$ cat src/rtl/mma_pkg.sv
// mma_pkg: operation codes, fixed widths and the structs shared by the
// matrix multiply-accumulate top level and its cells. No dependencies.
package mma_pkg;

  localparam int unsigned OP_W    = 3;
  localparam int unsigned WORD_W  = 32;
  localparam int unsigned IDX_W   = 8;   // index field width, enough for 256
  localparam int unsigned N_W     = 9;   // active size, up to 256
  localparam int unsigned DIM_W   = 6;

  localparam logic [OP_W-1:0] OP_WR_A = 3'd0;
  localparam logic [OP_W-1:0] OP_WR_B = 3'd1;
  localparam logic [OP_W-1:0] OP_WR_C = 3'd2;
  localparam logic [OP_W-1:0] OP_MAC  = 3'd3;
  localparam logic [OP_W-1:0] OP_RD_C = 3'd4;

  // element of A travelling along the chain
  typedef struct packed {
    logic              valid;
    logic [WORD_W-1:0] a;
    logic [IDX_W-1:0]  i;
    logic [IDX_W-1:0]  k;
    logic              first;
    logic              last;
  } token_t;

  // host access to the column stores held in the cells
  typedef struct packed {
    logic              wr_b;
    logic              wr_c;
    logic [IDX_W-1:0]  row;
    logic [IDX_W-1:0]  col;
    logic [WORD_W-1:0] data;
  } host_t;

endpackage

$ cat src/rtl/mma_cell.sv
// mma_cell: one column of the multiply-accumulate chain, holding column j
// of B and of C. Depends on mma_pkg.
module mma_cell import mma_pkg::*; #(
  parameter int unsigned DIM = 32,
  parameter int unsigned J   = 0
) (
  input  logic              clk,
  input  logic              rst,
  input  logic [N_W-1:0]    n,
  input  host_t             host,
  input  token_t            tin,
  output token_t            tout,
  output logic [WORD_W-1:0] rd_data
);

  localparam int unsigned IW    = (DIM > 1) ? $clog2(DIM) : 1;
  localparam int unsigned DEPTH = 1 << IW;

  logic [WORD_W-1:0] b_mem [0:DEPTH-1];
  logic [WORD_W-1:0] c_mem [0:DEPTH-1];

  token_t            s1;
  logic [WORD_W-1:0] b_rd;
  logic              s2_valid, s2_first, s2_last;
  logic [IW-1:0]     s2_i;
  logic [WORD_W-1:0] prod;
  logic [WORD_W-1:0] acc;
  logic [WORD_W-1:0] acc_next;
  logic              s3_wr;
  logic [IW-1:0]     s3_i;
  logic [WORD_W-1:0] s3_sum;
  logic [WORD_W-1:0] c_rd;
  logic [IW-1:0]     c_addr;
  logic              mine;
  logic              col_active;

  assign mine       = (host.col == IDX_W'(J));
  assign col_active = (N_W'(J) < n);
  assign acc_next   = (s2_first ? '0 : acc) + prod;
  assign c_addr     = (s2_valid && s2_last) ? s2_i : host.row[IW-1:0];
  assign tout       = s1;
  assign rd_data    = c_rd;

  always_ff @(posedge clk) begin
    if (rst) begin
      s1.valid <= 1'b0;
      s2_valid <= 1'b0;
      s3_wr    <= 1'b0;
    end else begin
      s1.valid <= tin.valid;
      s2_valid <= s1.valid;
      s3_wr    <= s2_valid && s2_last && col_active;
    end
    s1.a     <= tin.a;
    s1.i     <= tin.i;
    s1.k     <= tin.k;
    s1.first <= tin.first;
    s1.last  <= tin.last;
    b_rd     <= b_mem[tin.k[IW-1:0]];
    prod     <= s1.a * b_rd;
    s2_i     <= s1.i[IW-1:0];
    s2_first <= s1.first;
    s2_last  <= s1.last;
    if (s2_valid) begin
      acc <= acc_next;
    end
    s3_sum   <= acc_next;
    s3_i     <= s2_i;
    c_rd     <= c_mem[c_addr];
    if (host.wr_b && mine) begin
      b_mem[host.row[IW-1:0]] <= host.data;
    end
    // accumulated row sum lands in C, host loads only happen while idle
    if (host.wr_c && mine) begin
      c_mem[host.row[IW-1:0]] <= host.data;
    end else if (s3_wr) begin
      c_mem[s3_i] <= c_rd + s3_sum;
    end
  end

endmodule

$ cat config.mk
export PLATFORM = sky130hd
export DESIGN_NAME = mma_cell
export DESIGN_NICKNAME = d
export VERILOG_FILES = /design/src/rtl/mma_pkg.sv /design/src/rtl/mma_cell.sv
export SDC_FILE = /design/constraint.sdc
export NUM_CORES = 2
export LEC_CHECK = 0
export BUFFER_PORTS_ARGS = -buffer_cell sky130_fd_sc_hd__buf_2
export CAP_MARGIN = 20
export CORE_ASPECT_RATIO = 1.25
export CORE_MARGIN = 1
export CORE_UTILIZATION = 55
export CTS_BUF_LIST = sky130_fd_sc_hd__clkbuf_4
export CTS_CLUSTER_SIZE = 12
export DETAILED_ROUTE_END_ITERATION = 8
export GPL_ROUTABILITY_DRIVEN = 0
export PLACE_DENSITY = 0.72
export REMOVE_ABC_BUFFERS = 1
export SYNTH_ARGS = -nofsm -noshare
export SYNTH_HDL_FRONTEND = slang
export SYNTH_SLANG_ARGS = --single-unit
$ cat constraint.sdc
create_clock -name clk -period 6.6 [get_ports clk]
set_input_delay 0.99 -clock clk [delete_from_list [all_inputs] [get_ports clk]]
set_output_delay 0.99 -clock clk [all_outputs]
set_load 0.01 [all_outputs]
# --- Word level (Yosys, flattened, before mapping) ---
# Memories as Yosys holds them, arrays and structs flattened. A register that Yosys moved wholly into a read port is not among the register bits.
# Index checks and enable logic that the tools add are counted.
classes:
  n_addsub: 2
  multipliers: 1
  div_mod_pow: 0
  n_lt_le_gt_ge: 1
  eq_ne: 0
  shift: 0
  n_mux: 12
  bitwise: 0
  reduce_logical: 6
ops:
  columns: ["operator", "count"]
  rows:
  - ["adder 32 bit", 2]
  - ["2-to-1 mux 32 bit", 2]
  - ["multiplier 32 x 32 -> 32 bit", 1]
  - ["OR reduction 32 bit", 1]
  - ["2-to-1 mux 5 bit", 2]
  - ["less-than comparator 1 x 9 -> 1 bit (first input constant)", 1]
  - ["zero test 8 bit", 1]
  - ["2-to-1 mux 1 bit", 8]
  - ["logical AND 1 bit", 4]
word_totals:
  ff_bits: 161
  latch_bits: 0
  mem_bits_rw: 2048
  romBits: 0
  inputBits: 112
  out_inout_bits: 83
  mem_count: 2
mem_list:
  columns: ["memory", "depth", "width", "read_ports", "rd_clocked_by_memory_dff", "wr", "line_no", "rtl"]
  rows:
  - ["b_mem", 32, 32, 1, 1, 1, "mma_cell.sv:19", "logic [WORD_W-1:0] b_mem [0:DEPTH-1];"]
  - ["c_mem", 32, 32, 1, 1, 1, "mma_cell.sv:20", "logic [WORD_W-1:0] c_mem [0:DEPTH-1];"]

# --- Logic depth before layout (Yosys ltp) ---
logic_depth:
  word_depth: 6
  depth_mapped: 26
  mapped_depth_nobuf: 25

# --- Worst setup path before layout ---
# OpenSTA, ideal clock, no wires.
synth_path:
  path_type: "register to register"
  startpoint: "register s1, in the netlist tout[31]"
  endpoint: "register prod[30]"
  setup_ns: 0.079
  arrival_ns: 6.533
  setup_slack_ns: -0.012
  path_stages_with_launch: 22
  n_path_buf: 2
  cell_sequence: "dfxtp_1 clkbuf_1 clkbuf_1 nand2_1 fa_1 fa_1 fa_1 inv_1 fa_1 inv_1 fa_1 inv_1 fa_1 fa_1 fa_1 ha_1 and3_1 a22o_1 nor3_1 a211oi_1 or2_2 o211ai_1"
synth_between:
  elab_chain_len: 1
synth_rtl:
  columns: ["item", "line_no", "rtl"]
  rows:
  - ["start: declaration", "mma_cell.sv:22", "token_t s1;"]
  - ["multiplier 32 x 32 -> 32 bit", "mma_cell.sv:60", "prod <= s1.a * b_rd;"]
  - ["end signal: assignment", "mma_cell.sv:60", null]
  - ["end: declaration", "mma_cell.sv:26", "logic [WORD_W-1:0] prod;"]
# No other way between the ends.
# A chain may end at the register's enable or synchronous reset.

# --- Final worst setup path ---
layout_path:
  startpoint: "register b_rd[3], read port of b_mem"
  endpoint: "register prod[29]"
layout_between:
  elab_chain_len: 1
layout_rtl:
  columns: ["item", "line_no", "rtl"]
  rows:
  - ["start: declaration", "mma_cell.sv:23", "logic [WORD_W-1:0] b_rd;"]
  - ["multiplier 32 x 32 -> 32 bit", "mma_cell.sv:60", null]
# No other way between the ends.

==> results.sh <==
export IMPL_wl_per_cell_um=26.6
export IMPL_clk_pin_slew_ps=60
export IMPL_portBuffers=191
export IMPL_relSlewSlack_pct=22.3
export IMPL_yosysUniqueCellTypes=77
export IMPL_firstDrtPassIters=5
export IMPL_place_inst=8585
export IMPL_crit_required_ps=7880
export IMPL_status="complete, but fails checks"
export IMPL_dp_hpwl_mm=158
export IMPL_final_antenna_net_count=0
export IMPL_clock_latency_ps=1410
export IMPL_cts_path_max_buffers=4
export IMPL_dieArea_sq_um=189000
export IMPL_hold_path_endpoint="b_mem[26][0]$_DFFE_PP_"
export IMPL_reg2reg_from="b_rd[3]$_DFF_P_"
export IMPL_dr_first_iter_drc_count=5097
export IMPL_tightest_slew_ps=1160
export IMPL_core_area_sq_um=186000
export IMPL_hold_viol=0
export IMPL_yosysTopAreaCell="edfxtp_1"
export IMPL_yosys_warnings=0
export IMPL_initial_utilization_pct=55.3
export IMPL_drv_slew=0
export IMPL_placed_cell_area_sq_um=109000
export IMPL_synth_top_area_share_pct=60.8
export IMPL_whs_path_depth=1
export IMPL_max_stage_delay_ps=600
export IMPL_clock_sinks=2273
export IMPL_syn_avg_cell_area_sq_um=17.2
export IMPL_wl_mm=256
export IMPL_violations="setup timing"
export IMPL_rsz0062_at_grt="true"
export IMPL_worstPathMaxFanout=7
export IMPL_yosysMostFrequentCell="edfxtp_1"
export IMPL_antenna_found_initial=12
export IMPL_synth_area_sq_um=103000
export IMPL_rows=177
export IMPL_start_kind="flop"
export IMPL_grt_pass1_wl_mm=383
export IMPL_ioPinCount=195
export IMPL_hp_class="in -> reg"
export IMPL_synthArstFlopShare_pct=0
export IMPL_cpMostUsedCell="fa_1"
export IMPL_pre_cts_ws_ps=-231
export IMPL_grt_overflow_total=0
export IMPL_final_cell_area_sq_um=117000
export IMPL_setup_viol=1
export IMPL_fillers=13091
export IMPL_cp_arrival_ps=7910
export IMPL_worstPathCellList="buf_8 > and2_4 > fa_1 > inv_2 > fa_1 > fa_1 > fa_1 > inv_2 > fa_1 > fa_1 > fa_1 > fa_1 > ha_4 > a2111o_1 > o41ai_4 > o31a_1 > nor2b_4 > xnor2_2"
export IMPL_synth_area_leaders="edfxtp_1 61%, mux4_2 13%, fa_1 8.0%"
export IMPL_htree_levels=6
export IMPL_drcViolationCount=0
export IMPL_r2r_slack_ps=-30
export IMPL_synth_seq_cells=2273
export IMPL_cts_tree="built"
export IMPL_clock_skew_ps=119
export IMPL_critPathSlowestCell="fa_1"
export IMPL_numCtsBuffers=561
export IMPL_worst_hold_slack_ps=132
export IMPL_path_class="reg -> reg"
export IMPL_period_share_pct=100
export IMPL_synth_edf_count=2080
export IMPL_syn_inst=5976
export IMPL_ys_flop_type="edfxtp_1"
export IMPL_area_delta_synth_final_pct=14.0
export IMPL_fp_dieW_um=389
export IMPL_num_vias=57609
export IMPL_fmax_mhz=151
export IMPL_grt_max_degree=120
export IMPL_r2r_end="prod[29]$_DFF_P_"
export IMPL_min_from="host[0]"
export IMPL_avgViaCountPerCell=5.97
export IMPL_finalNonFillerCells=9650
export IMPL_reg2reg_depth=18
export IMPL_synth_top_cells_by_count="2,080 x edfxtp_1, 583 x nand2_1, 576 x mux4_2, 412 x inv_1, 410 x fa_1"
export IMPL_track_usage_pct=27.9
export IMPL_period_minus_slack_ps=6630
export IMPL_nets=7531
export IMPL_die_h_um=485
export IMPL_clockRootBuffer="clkbuf_4"
export IMPL_drive_above_1_share_pct=30.1
export IMPL_cp_end_kind="flop"
export IMPL_grt_pass1_vias=61441
export IMPL_cap_violations=0
export IMPL_fin_ws_ps=-28.4
export IMPL_ys_seq_area_share_pct=64.6
-- sequential cells by signal (all words and copies together) (netlist names), 32 cells and up --
signal and count:
b_mem 1024, s3_sum 32, rd_data 32, prod 32, b_rd 32, tout 51
acc 32, c_mem 1024
-- per-layer routing --
metal | vias up | share of wire (%) | GRT usage, %
met4 | 10 | 3.2 | 10.5
met5 | - | 0.025 | 0
met2 | 2854 | 51 | 47.2
met1 | 29798 | 37 | 35.7
li1 | 24438 | - | -
met3 | 509 | 8.9 | 5.48
-- through the flow --
stage,utilization [%],setup TNS [ps]
finish,63.0,-28.4
global route,63.0,-473
CTS,62.7,-146
detailed placement,58.5,-761
global placement,58.5,-760
floorplan,-,-631690
-- placed cells by master (no fill, tap or decap), types with 10 or more instances in the layout --
cell type and count:
edfxtp_1 2080, clkbuf_4 823, nand2_1 582, mux4_2 576, inv_1 405, fa_1 401
and2_1 316, buf_4 260, buf_2 188, nand3_1 181, ha_1 179, dfxtp_1 167
xnor2_1 91, clkinv_1 91, dlygate4sd3_1 65, nor2_4 64, a21oi_1 60, nor2_1 60
o21ai_0 48, o21ai_1 41, nor2b_1 41, mux2_2 33, xor2_1 29, buf_12 26
inv_2 23, a21o_1 23, nor3_1 23, o21a_1 19, dfxtp_2 16, buf_8 15
a211oi_1 14, nand2b_1 14, diode_2 13, and2_4 12, o21ai_2 12, a31oi_1 11
clkinv_2 11, dfxtp_4 10
-- what timing repair did --
action                                  4_1_cts  5_1_grt
pin swaps                                    15       51
buffers inserted                             12        5
hold buffers                                 65        0
resized for setup                            42       74
hold endpoints to repair                    163        0
endpoints found under the setup margin        8       10
-- worst max-delay path: cells and delay by family (launching register included) --
kind,cells,cell delay [ps]
buffers and inverters,3,230
flip-flops,1,400
XOR/XNOR,1,110
AND/OR/NAND/NOR,2,310
adder cells (fa/ha/maj),9,4390
AO/OA/AOI/OAI,3,1100
-- logic make-up after synthesis --
| kind of cell | after synthesis | share of synthesized area [%] |
|---|---|---|
| DFF | 2273 | 64.6 |
| buffers and inverters | 695 | 2.73 |
| AOI/OAI and AO/OA | 319 | 2.03 |
| adders and majority gates | 595 | 10.2 |
| muxes | 617 | 13.1 |
| and+or+nand+nor | 1356 | 6.33 |
| xor gates and xnor gates | 121 | 1.03 |
-- how the worst max path moves through the flow --
stage | from | slack [ps] | endpoint | depth (start not counted)
final | b_rd[3]$_DFF_P_ | -30 | prod[29]$_DFF_P_ | 18
after global routing | tout[34]$_DFF_P_ | -220 | prod[29]$_DFF_P_ | 23
after CTS | b_rd[3]$_DFF_P_ | -80 | prod[29]$_DFF_P_ | 19
after detailed placement | tout[27]$_DFF_P_ | -230 | prod[30]$_DFF_P_ | 23
after global placement | tout[27]$_DFF_P_ | -230 | prod[30]$_DFF_P_ | 22
after floorplan | s2_valid$_SDFF_PP0_ | -19740 | rd_data[10]$_DFF_P_ | 7
-- cell type report --
cell class	instances	area (sq um)	share of cell area [%]
Tap cell	2416	3020	2.58
Clock inverter	137	806	0.688
Clock buffer	823	6180	5.28
Multi-Input combinational cell	3008	34600	29.5
Timing Repair Buffer	568	4540	3.88
Sequential cell	2273	66400	56.7
Inverter	412	1550	1.32
Antenna cell	13	32.5	0.0278
Power is not shown: default switching activity piles up to over one toggle a cycle in this logic, so the estimate is an artifact.
